### src/ole_pkg.sv
// ----------------------------------------------------------------------------
// ole_pkg: shared types and constants for the ordered list engine
// Node store size, command and status codes, sequencer states and the
// control bundle between the list sequencer and the slot map.
// ----------------------------------------------------------------------------
package ole_pkg;

  localparam int CAPACITY = 16;
  localparam int SLOT_W   = $clog2(CAPACITY);
  localparam int CNT_W    = $clog2(CAPACITY + 1);
  localparam int DATA_W   = 32;
  localparam int CMD_W    = 3;
  localparam int COUNT_W  = 5;

  localparam logic [CMD_W-1:0] CMD_INS_FRONT  = 3'd0;
  localparam logic [CMD_W-1:0] CMD_INS_BEFORE = 3'd1;
  localparam logic [CMD_W-1:0] CMD_APPEND     = 3'd2;
  localparam logic [CMD_W-1:0] CMD_DEL_KEY    = 3'd3;
  localparam logic [CMD_W-1:0] CMD_DEL_FRONT  = 3'd4;
  localparam logic [CMD_W-1:0] CMD_DEL_BACK   = 3'd5;

  typedef enum logic [1:0] {
    ST_DONE  = 2'd0,
    ST_FULL  = 2'd1,
    ST_NOKEY = 2'd2,
    ST_EMPTY = 2'd3
  } status_t;

  typedef enum logic [3:0] {
    S_IDLE,
    S_DISPATCH,
    S_WALK,
    S_BWALK,
    S_HEAD_RD,
    S_UNLINK,
    S_FRONT_LD,
    S_INS,
    S_LINK_WR,
    S_DONE
  } state_t;

  typedef enum logic [1:0] {
    INS_FRONT,
    INS_BACK,
    INS_AFTER
  } ins_mode_t;

  typedef struct packed {
    logic              claim;
    logic              release_en;
    logic [SLOT_W-1:0] release_slot;
  } slot_ctl_t;

endpackage

### src/ole_slot_map.sv
// ----------------------------------------------------------------------------
// ole_slot_map: free-slot map of the node store
// Holds one free flag per slot and offers the lowest-numbered free slot.
// ----------------------------------------------------------------------------
module ole_slot_map (
  input  logic                      clk,
  input  logic                      rst,
  input  ole_pkg::slot_ctl_t        ctl,
  output logic [ole_pkg::SLOT_W-1:0] free_slot
);
  import ole_pkg::*;

  logic [CAPACITY-1:0] free_map;

  // Lowest set flag wins: scan down so the last hit is the lowest.
  always_comb begin
    free_slot = '0;
    for (int i = CAPACITY - 1; i >= 0; i--) begin
      if (free_map[i]) begin
        free_slot = SLOT_W'(i);
      end
    end
  end

  always_ff @(posedge clk) begin
    if (rst) begin
      free_map <= '1;
    end else begin
      if (ctl.claim) begin
        free_map[free_slot] <= 1'b0;
      end
      if (ctl.release_en) begin
        free_map[ctl.release_slot] <= 1'b1;
      end
    end
  end

  a_claim_free: assert property (@(posedge clk) disable iff (rst)
    ctl.claim |-> free_map[free_slot])
    else $error("claimed slot is not free");

  a_release_used: assert property (@(posedge clk) disable iff (rst)
    ctl.release_en |-> !free_map[ctl.release_slot])
    else $error("released slot was already free");

  a_no_overlap: assert property (@(posedge clk) disable iff (rst)
    !(ctl.claim && ctl.release_en))
    else $error("claim and release in one cycle");

endmodule

### src/ordered_list_engine_top.sv
// ----------------------------------------------------------------------------
// ordered_list_engine_top: circular singly linked list of signed values
// Node values and links live in two stores with one write and one read port each; a small sequencer
// walks the list one node per cycle through a shared compare unit.
// ----------------------------------------------------------------------------
// Refused commands, front/back inserts and front deletes do not walk the list; key
// search and delete-back walk it node by node, up to CAPACITY nodes, one node read
// per cycle.
// One transaction at a time: busy stays high from accept through done, and the
// next transaction is taken in the cycle after done.
// Synchronous reset empties the list and frees every slot; done cannot be held off.
// ----------------------------------------------------------------------------
module ordered_list_engine_top (
  input  logic               clk,
  input  logic               rst,
  input  logic               start,
  input  logic [2:0]         cmd,
  input  logic signed [31:0] match_key,
  input  logic signed [31:0] new_value,
  output logic               busy,
  output logic               done,
  output logic [1:0]         status,
  output logic [4:0]         entry_count,
  output logic signed [31:0] front_value,
  output logic signed [31:0] back_value,
  output logic signed [31:0] removed_value
);
  import ole_pkg::*;

  // node stores
  logic [DATA_W-1:0] val_mem  [CAPACITY];
  logic [SLOT_W-1:0] link_mem [CAPACITY];
  logic [DATA_W-1:0] rd_val;
  logic [SLOT_W-1:0] rd_link;
  logic [SLOT_W-1:0] rd_addr;
  logic              val_we;
  logic              link_we;
  logic [SLOT_W-1:0] link_wa;
  logic [SLOT_W-1:0] link_wd;

  state_t state, state_next;

  // list state
  logic [SLOT_W-1:0] head;
  logic [SLOT_W-1:0] tail;
  logic [CNT_W-1:0]  count;
  logic [DATA_W-1:0] front_val;
  logic [DATA_W-1:0] back_val;

  // transaction registers
  logic [CMD_W-1:0]  cmd_q;
  logic [DATA_W-1:0] key_q;
  logic [DATA_W-1:0] val_q;
  status_t           status_q;
  logic [DATA_W-1:0] removed_q;
  logic [SLOT_W-1:0] cur;
  logic [SLOT_W-1:0] prev;
  logic [DATA_W-1:0] prev_val;
  logic [SLOT_W-1:0] nxt;
  logic [SLOT_W-1:0] idx;
  logic [SLOT_W-1:0] fix_addr;
  logic [SLOT_W-1:0] fix_data;
  ins_mode_t         ins_mode;

  logic              full;
  logic              empty;
  logic              single;
  logic              last;
  logic [DATA_W-1:0] cmp_a;
  logic [DATA_W-1:0] cmp_b;
  logic              hit;
  status_t           dispatch_status;
  logic [SLOT_W-1:0] free_slot;
  slot_ctl_t         slot_ctl;

  assign full   = (count == CNT_W'(CAPACITY));
  assign empty  = (count == '0);
  assign single = (count == CNT_W'(1));
  assign last   = ((CNT_W'(idx) + CNT_W'(1)) == count);

  // Shared compare unit: value against key on a key walk, link against tail
  // on the walk to the node before the tail.
  always_comb begin
    if (state == S_BWALK) begin
      cmp_a = DATA_W'(rd_link);
      cmp_b = DATA_W'(tail);
    end else begin
      cmp_a = rd_val;
      cmp_b = key_q;
    end
  end
  assign hit = (cmp_a == cmp_b);

  always_comb begin
    dispatch_status = ST_DONE;
    unique case (cmd_q)
      CMD_INS_FRONT, CMD_APPEND: begin
        if (full) dispatch_status = ST_FULL;
      end
      CMD_INS_BEFORE: begin
        if (full) dispatch_status = ST_FULL;
        else if (empty) dispatch_status = ST_NOKEY;
      end
      CMD_DEL_KEY, CMD_DEL_FRONT, CMD_DEL_BACK: begin
        if (empty) dispatch_status = ST_EMPTY;
      end
      default: dispatch_status = ST_DONE;
    endcase
  end

  ole_slot_map u_slot_map (
    .clk       (clk),
    .rst       (rst),
    .ctl       (slot_ctl),
    .free_slot (free_slot)
  );

  // next state
  always_comb begin
    state_next = state;
    unique case (state)
      S_IDLE: begin
        if (start) state_next = S_DISPATCH;
      end
      S_DISPATCH: begin
        if (dispatch_status != ST_DONE) begin
          state_next = S_DONE;
        end else begin
          unique case (cmd_q)
            CMD_INS_FRONT, CMD_APPEND:   state_next = S_INS;
            CMD_INS_BEFORE, CMD_DEL_KEY: state_next = S_WALK;
            CMD_DEL_FRONT:               state_next = S_HEAD_RD;
            CMD_DEL_BACK:                state_next = single ? S_UNLINK : S_BWALK;
            default:                     state_next = S_DONE;
          endcase
        end
      end
      S_WALK: begin
        if (hit) state_next = (cmd_q == CMD_DEL_KEY) ? S_UNLINK : S_INS;
        else if (last) state_next = S_DONE;
      end
      S_BWALK: begin
        if (hit) state_next = S_UNLINK;
      end
      S_HEAD_RD:  state_next = S_UNLINK;
      S_UNLINK: begin
        if (!single && !empty && cur == head) state_next = S_FRONT_LD;
        else state_next = S_DONE;
      end
      S_FRONT_LD: state_next = S_DONE;
      S_INS: begin
        if (ins_mode == INS_FRONT && empty) state_next = S_DONE;
        else state_next = S_LINK_WR;
      end
      S_LINK_WR:  state_next = S_DONE;
      S_DONE:     state_next = S_IDLE;
      default:    state_next = S_IDLE;
    endcase
  end

  // store ports and slot map control
  always_comb begin
    rd_addr               = cur;
    val_we                = 1'b0;
    link_we               = 1'b0;
    link_wa               = free_slot;
    link_wd               = head;
    slot_ctl.claim        = 1'b0;
    slot_ctl.release_en   = 1'b0;
    slot_ctl.release_slot = cur;
    unique case (state)
      S_DISPATCH: rd_addr = head;
      // advance the walk: the next node's read goes out this cycle
      S_WALK, S_BWALK: rd_addr = rd_link;
      S_UNLINK: begin
        rd_addr             = nxt;
        slot_ctl.release_en = 1'b1;
        if (!single && !empty) begin
          link_we = 1'b1;
          link_wd = nxt;
          link_wa = (cur == head) ? tail : prev;
        end
      end
      S_INS: begin
        val_we         = 1'b1;
        link_we        = 1'b1;
        slot_ctl.claim = 1'b1;
        link_wa        = free_slot;
        unique case (ins_mode)
          INS_FRONT: link_wd = empty ? free_slot : head;
          INS_BACK:  link_wd = head;
          INS_AFTER: link_wd = cur;
          default:   link_wd = head;
        endcase
      end
      S_LINK_WR: begin
        link_we = 1'b1;
        link_wa = fix_addr;
        link_wd = fix_data;
      end
      default: rd_addr = cur;
    endcase
  end

  always_ff @(posedge clk) begin
    if (val_we) begin
      val_mem[free_slot] <= val_q;
    end
    if (link_we) begin
      link_mem[link_wa] <= link_wd;
    end
    rd_val  <= val_mem[rd_addr];
    rd_link <= link_mem[rd_addr];
  end

  always_ff @(posedge clk) begin
    if (rst) begin
      state <= S_IDLE;
    end else begin
      state <= state_next;
    end
  end

  always_ff @(posedge clk) begin
    if (rst) begin
      head  <= '0;
      tail  <= '0;
      count <= '0;
    end else begin
      unique case (state)
        S_IDLE: begin
          if (start) begin
            cmd_q <= cmd;
            key_q <= match_key;
            val_q <= new_value;
          end
        end
        S_DISPATCH: begin
          status_q <= dispatch_status;
          cur      <= head;
          prev     <= tail;
          prev_val <= back_val;
          idx      <= '0;
          ins_mode <= (cmd_q == CMD_APPEND && !empty) ? INS_BACK : INS_FRONT;
          if (empty) removed_q <= '0;
          else if (cmd_q == CMD_DEL_FRONT) removed_q <= front_val;
          else if (cmd_q == CMD_DEL_BACK) removed_q <= back_val;
          else removed_q <= '0;
        end
        S_WALK: begin
          if (hit) begin
            nxt <= rd_link;
            if (cmd_q == CMD_DEL_KEY) removed_q <= rd_val;
            ins_mode <= (cur == head) ? INS_FRONT : INS_AFTER;
          end else if (last) begin
            status_q <= ST_NOKEY;
          end else begin
            prev     <= cur;
            prev_val <= rd_val;
            cur      <= rd_link;
            idx      <= idx + SLOT_W'(1);
          end
        end
        S_BWALK: begin
          if (hit) begin
            prev     <= cur;
            prev_val <= rd_val;
            cur      <= tail;
            nxt      <= head;
          end else begin
            cur <= rd_link;
          end
        end
        S_HEAD_RD: nxt <= rd_link;
        S_UNLINK: begin
          if (single || empty) begin
            head  <= '0;
            tail  <= '0;
            count <= '0;
          end else begin
            count <= count - CNT_W'(1);
            if (cur == head) begin
              head <= nxt;
            end else if (cur == tail) begin
              tail     <= prev;
              back_val <= prev_val;
            end
          end
        end
        S_FRONT_LD: front_val <= rd_val;
        S_INS: begin
          count    <= count + CNT_W'(1);
          fix_data <= free_slot;
          unique case (ins_mode)
            INS_FRONT: begin
              head      <= free_slot;
              front_val <= val_q;
              fix_addr  <= tail;
              if (empty) begin
                tail     <= free_slot;
                back_val <= val_q;
              end
            end
            INS_BACK: begin
              tail     <= free_slot;
              back_val <= val_q;
              fix_addr <= tail;
            end
            INS_AFTER: fix_addr <= prev;
            default:   fix_addr <= prev;
          endcase
        end
        default: begin
        end
      endcase
    end
  end

  assign busy          = (state != S_IDLE);
  assign done          = (state == S_DONE);
  assign status        = status_q;
  assign entry_count   = COUNT_W'(count);
  assign front_value   = empty ? '0 : front_val;
  assign back_value    = empty ? '0 : back_val;
  assign removed_value = removed_q;

  a_count_bound: assert property (@(posedge clk) disable iff (rst)
    count <= CNT_W'(CAPACITY))
    else $error("node count above capacity");

  a_done_frees: assert property (@(posedge clk) disable iff (rst)
    done |=> !busy)
    else $error("busy after result");

  a_full_status: assert property (@(posedge clk) disable iff (rst)
    (done && status_q == ST_FULL) |-> full)
    else $error("full status on a list with room");

  a_accept_busy: assert property (@(posedge clk) disable iff (rst)
    (start && !busy) |=> (busy && !done))
    else $error("accepted transaction did not start");

endmodule
### config.mk
export PLATFORM = sky130hd
export DESIGN_NAME = ordered_list_engine_top
export DESIGN_NICKNAME = d
export VERILOG_FILES = /design/src/ole_pkg.sv /design/src/ole_slot_map.sv /design/src/ordered_list_engine_top.sv
export SDC_FILE = /design/constraint.sdc
export NUM_CORES = 1
export LEC_CHECK = 0
export BUFFER_PORTS_ARGS = -buffer_cell sky130_fd_sc_hd__buf_2
export CAP_MARGIN = 20
export CORE_UTILIZATION = 50
export DETAILED_ROUTE_END_ITERATION = 8
export PLACE_DENSITY = 0.67
export SETUP_SLACK_MARGIN = 0.05
export SLEW_MARGIN = 20
export SYNTH_ARGS = -nofsm -noshare
export SYNTH_HDL_FRONTEND = slang
export SYNTH_SLANG_ARGS = --single-unit
### constraint.sdc
create_clock -name clk -period 12.7 [get_ports clk]
set_input_delay 1.27 -clock clk [delete_from_list [all_inputs] [get_ports clk]]
set_output_delay 1.27 -clock clk [all_outputs]
set_load 0.02 [all_outputs]
---- Yosys cells after proc, flatten, opt, wreduce, memory -nomap -nowiden ----
Memories as Yosys holds them, arrays and structs flattened. A register that Yosys moved wholly into a read port is not among the register bits.
Index checks and enable logic that the tools add are counted.
storage, ports and cells
  register bits ........................... 256
  bits in writable memories ............... 576
  input port bits ......................... 70
  output and inout port bits .............. 105
  word-level logic and storage cells ...... 225
  memories kept ........................... 2
operators by class
  add/subtract/negate cells ............... 4
  magnitude comparators ................... 4
  equal/unequal tests ..................... 39
  muxes and demuxes ....................... 111
  bitwise gates (word level) .............. 4
  reductions and logical operators ........ 41
memories
  memory    words  bits a word  read ports  clocked after memory_dff  wr ports  RTL line                       source
  val_mem   16     32           1           1                         1         ordered_list_engine_top.sv:31  logic [DATA_W-1:0] val_mem [CAPACITY];
  link_mem  16     4            1           1                         1         ordered_list_engine_top.sv:32  logic [SLOT_W-1:0] link_mem [CAPACITY];
operator list
  operator            count
  $mux 32             17
  $pmux 32 s2         4
  $mux 4              44
  $pmux 32 s3         1
  $pmux 4 s3          5
  $mux 16             3
  $pmux 4 s2          6
  $eq 32x32->1        1
  $pmux 4 s8          1
  $ne 2x2->1 const B  11
  $reduce_and 4->1    5
  $ne 3x3->1 const B  6
  $and 16x16->16      1
  $eq 4x3->1 const B  4
  $mux 2              8
  $not 16->16         1
  $or 16x16->16       1
  $pmux 4 s4          1
  $reduce_and 3->1    5
  $mux 1              12
  $reduce_or 2->1     6
  $lt 4x5->1 const B  2
  $pmux 5 s2          1
  $reduce_and 5->1    2
  other kinds (37)    55

---- Longest topological paths before layout ----
  word-level depth ........................ 26
  mapped depth ............................ 11
  mapped depth without buffers ............ 8

---- Hierarchy ----
Synthesis repeated with hierarchy kept, for this count alone.
unflattened totals
  cells, all modules ...................... 2102
  area total of the unflattened synthesis .. 35072.4 sq um
modules (own cells, without submodules)
  module                   instances  cells an instance  area an instance (sq um)  sequential area each (sq um)
  ordered_list_engine_top  1          1995               34184.0                   25054.0
  ole_slot_map             1          107                888.4                     320.3

---- Worst setup path after synthesis ----
No wires, ideal clock.
  path kind ............................... input to register
  from .................................... input rst
  to ...................................... register cmd_q[0] (enable)
  library setup time ...................... 588 ps
  arrival time ............................ 6388 ps
  required time ........................... 12112 ps
  setup slack ............................. 5724 ps
  cell stages on the path ................. 2
  path buffers ............................ 1
  path through ............................ clkbuf_1 > nor3b_1
between the ends
  cells in the longest elaborated chain, start to end .. 2
RTL lines
  element                     RTL line                        source
  start: declaration          ordered_list_engine_top.sv:15   input logic rst,
  $not 1->1 (no line)         --
  $reduce_and 3->1 (no line)  --
  end signal: assignment      ordered_list_engine_top.sv:233  cmd_q <= cmd;
  end: declaration            ordered_list_engine_top.sv:51   logic [CMD_W-1:0] cmd_q;
Every way passes these cells.
A chain may end at the register's enable or synchronous reset.

---- Worst setup path in the final report ----
  from .................................... register state[0]
  to ...................................... register rd_val[16] (read register of val_mem)
between the ends
  cells in the longest elaborated chain, start to end .. 3
  elaborated cells on any way between the ends .. 6
  those cells by class .................... eq/ne: 4; mux: 1; reduce/logical: 1
RTL lines
  element                   RTL line                        source
  start: declaration        ordered_list_engine_top.sv:41   state_t state, state_next;
  start signal: assignment  ordered_list_engine_top.sv:220  state <= state_next;
  $eq 4x2->1                ordered_list_engine_top.sv:171  unique case (state)
  $reduce_or 2->1           ordered_list_engine_top.sv:171
  $pmux 4 s3 (*)            ordered_list_engine_top.sv:171
  end: declaration          ordered_list_engine_top.sv:33   logic [DATA_W-1:0] rd_val;
Mark *: on every way between the ends. The rest lies on a longest branch, timed or not.

==> summary.md <==
| Metric | Value |
|---|---|
| Hold WC Path Type | register to register |
| Worst-Margin Slew | roughly 1.1 ns |
| Root Buffer | clkbuf_16 |
| Std cell rows | 97 |
| FF+latch area | 25400 um2 |
| Outcome | finished clean |
| Critical-path cell list | or2_2 > nand3_1 > a222oi_1 > buf_4 > buf_4 > buf_4 > mux2i_1 > o22ai_1 > or3_1 |
| Vias | 22.1k |
| Tot Pwr | roughly 8.2 mW |
| Combinational share of power | 0.224 |
| CTS Hold Bufs | 0 |
| Max-slew headroom | 0.283 |
| Largest net degree at the start of global routing | 95 |
| Post-CTS sizing | 0 |
| Post-CTS Setup Bufs | 0 |
| Setup CP Type | register to register |
| Leakage | 14.5 nW |
| Synthesized area | approximately 35000 um2 |
| Clk sink count | 868 |
| VDD IR-drop max | 0.109 mV |
| Pint | around 5.6 mW |
| Final Instance Area | 40300 um2 |
| Commonest cells after routing, fill and taps aside | 799 x edfxtp_1, 480 x nand2_1, 174 x buf_2 |
| GP Congestion | 0.885 |
| Layout net count | 2803 |
| Placed Instances | 3577 |
| Final setup fails | 0 |
| Post-synthesis sequential area ratio | 0.719 |
| Area after DPL | around 37000 um2 |
| Switching share of power | 0.310 |
| DR pass1 iterations | 6 |
| Clock-pin slew on the worst setup and hold paths | 0.06 ns |
| Hold slack | 0.496 ns |
| Clk pwr share | 0.325 |
| Max frequency | ~0.20 GHz |
| DIE AREA | slightly above 70000 um2 |
| # IOs | between 150 and 200 |
| Switching pwr | around 2.5 mW |
| PwrDens | 203 nW/um2 |
| Main synth FF type | edfxtp_1 |
| Vias in the first global route | 21.3k |
| Longest Clk Path Bufs | 3 |
| TNS Setup | 0 ns |
| Syn. warnings | 0 |
| Most common cell after layout, fill and taps aside | edfxtp_1 |
| DP Wirelength | roughly 53000 um |
| Synth unique cells | 61 |
| Share of cells above drive strength 1 | 0.161 |
| Layout area overhead | 14.1% |
| Fill cells | 5555 |
| Final worst path period need | 4.91 ns |
| Avg Inst Size Synth | 13.7 um2 |
| Final Skew | 0.0387 ns |
| Worst path slowest cell | buf_4 |
| Most common cell on crit path | buf_4 |
| Max FO, Critical Path | 76 |
| DRT antenna net count | 0 |
| Sequential Power Share | 0.452 |
| Die width | 268 um |
| CTS buffer count | 90 |
| Initial core utilization | 0.505 |
| Setup ws final | 7.79 ns |
| Crit-path max cell delay | between 0.9 and 1 ns |
| Worst skew pair latency | 0.66 ns |
| Antenna diodes | 0 |
| EDFF count, synth | roughly 800 |
| Final core area utilization | 0.576 |
| CTS tree | built |
| Startpoint types | register |
| Syn Inst Count | 2571 |
| Die Ht | around 270 um |
| GRT Util Overall | 0.250 |
| H-tree Lvls | 3 |
| #FFs+latches synth | 868 |
| Grt total ovfl | 0 |
| Crit path capture type | register |
| Pins Over Slew Limit | 0 |
| Unrepaired setup endpoints after global routing | false |
| Wire per inst | about 24 um |
| Max Cap Violations | 0 |
| Fin. Hold Viols | 0 |
| Area occupied by multi-input gates | ~9400 um2 |
| DRT iter0 DRCs | 2760 |
| Crit path DAT | 5.43 ns |
| Non-Filler Instances | 3747 |
| Number of port buffers | 174 |
| Pre-CTS setup slack | between 7 and 8 ns |
| Global-route wire length before repair | 133000 um |
| Core Region | 69900 um2 |
| Post-Syn Nets | 2645 |
| Final WL | about 90000 um |
| Ys async rst share | 0 |
| Initial antenna violation count | 0 |
| DR DRC count | 0 |
| Worst EP required | about 13 ns |
| Period utilization | 0.387 |
| Via density | approximately 5.9 |
-- worst paths after layout --
check / startpoint / endpoint / slack [ns] / cells past startpoint
worst max register to register: state[0]$_SDFFE_PP0P_ / rd_val[16]$_DFF_P_ / 7.79 / 9
worst max-delay path: state[0]$_SDFFE_PP0P_ / rd_val[16]$_DFF_P_ / 7.79 / 9
worst min-delay path: u_slot_map.free_map[0]$_SDFF_PP1_ / u_slot_map.free_map[0]$_SDFF_PP1_ / 0.50 / 2
worst min register to register: u_slot_map.free_map[0]$_SDFF_PP1_ / u_slot_map.free_map[0]$_SDFF_PP1_ / 0.50 / 2
-- synthesized netlist by cell type (49+ instances only) --
cell type,n,area share
mux2_2,51,0.016
nand2_1,484,0.051
a21oi_1,143,0.020
and2_1,69,0.012
edfxtp_1,799,0.68
nor2_1,86,0.0091
clkbuf_1,92,0.0098
nand3_1,49,0.0069
o21ai_0,73,0.010
dfxtp_1,69,0.039
mux2i_1,152,0.043
o22ai_1,74,0.013
-- metal layers --
metal | GRT usage | part of all wire | vias to the layer above
met5 | 0 | 0 | -
met4 | 0.0769 | 0.024 | 0
met3 | 0.0460 | 0.087 | 140
met2 | 0.381 | 0.45 | 1016
met1 | 0.366 | 0.44 | 11000
li1 | - | - | 9950
-- area by class of cell --
type,count,area share
Clock buffer,118,0.0623
Timing Repair Buffer,218,0.0299
Inverter,13,0.00121
Clock inverter,52,0.0126
Multi-Input combinational cell,1538,0.235
Sequential cell,868,0.630
Tap cell,940,0.0292
-- cells by family (layout without fill, tap and decap cells) --
kind of cell,after synthesis,count (layout),synth area share
DFF,868,868,0.719
and+or+nand+nor,819,819,0.103
AOI/OAI and AO/OA,460,460,0.0853
muxes,203,203,0.0594
buffers and inverters,165,401,0.0191
xor gates and xnor gates,52,52,0.0129
adders and majority gates,4,4,0.00142
-- worst max-delay path, delay by kind of cell, from the launching register on --
family	cells	cell delay, ns
AND/OR/NAND/NOR	3	0.77
AO/OA/AOI/OAI	2	0.34
multiplexers	1	0.31
flip-flops	1	0.66
buffers and inverters	3	2.53
-- power groups by stage --
stage / logic [mW] / registers [mW] / clock network [mW]
3_3_place_gp: 1.78 / 3.72 / 0
3_5_place_dp: 1.82 / 3.73 / 0
5_1_grt: 1.99 / 3.70 / 2.79
2_1_floorplan: 1.33 / 3.60 / 0
4_1_cts: 1.82 / 3.67 / 2.68
6_report: 1.83 / 3.68 / 2.65
-- sequential cells by signal, indices dropped and copies added, names as in the netlist, 5 cells and up --
| register | cells |
|---|---|
| entry_count | 5 |
| rd_val | 32 |
| key_q | 32 |
| link_mem | 64 |
| prev_val | 32 |
| u_slot_map.free_map | 16 |
| val_mem | 512 |
| val_q | 32 |
| front_val | 32 |
| removed_value | 32 |
| back_val | 32 |
No activity file was read; power rests on OpenSTA's default activity.
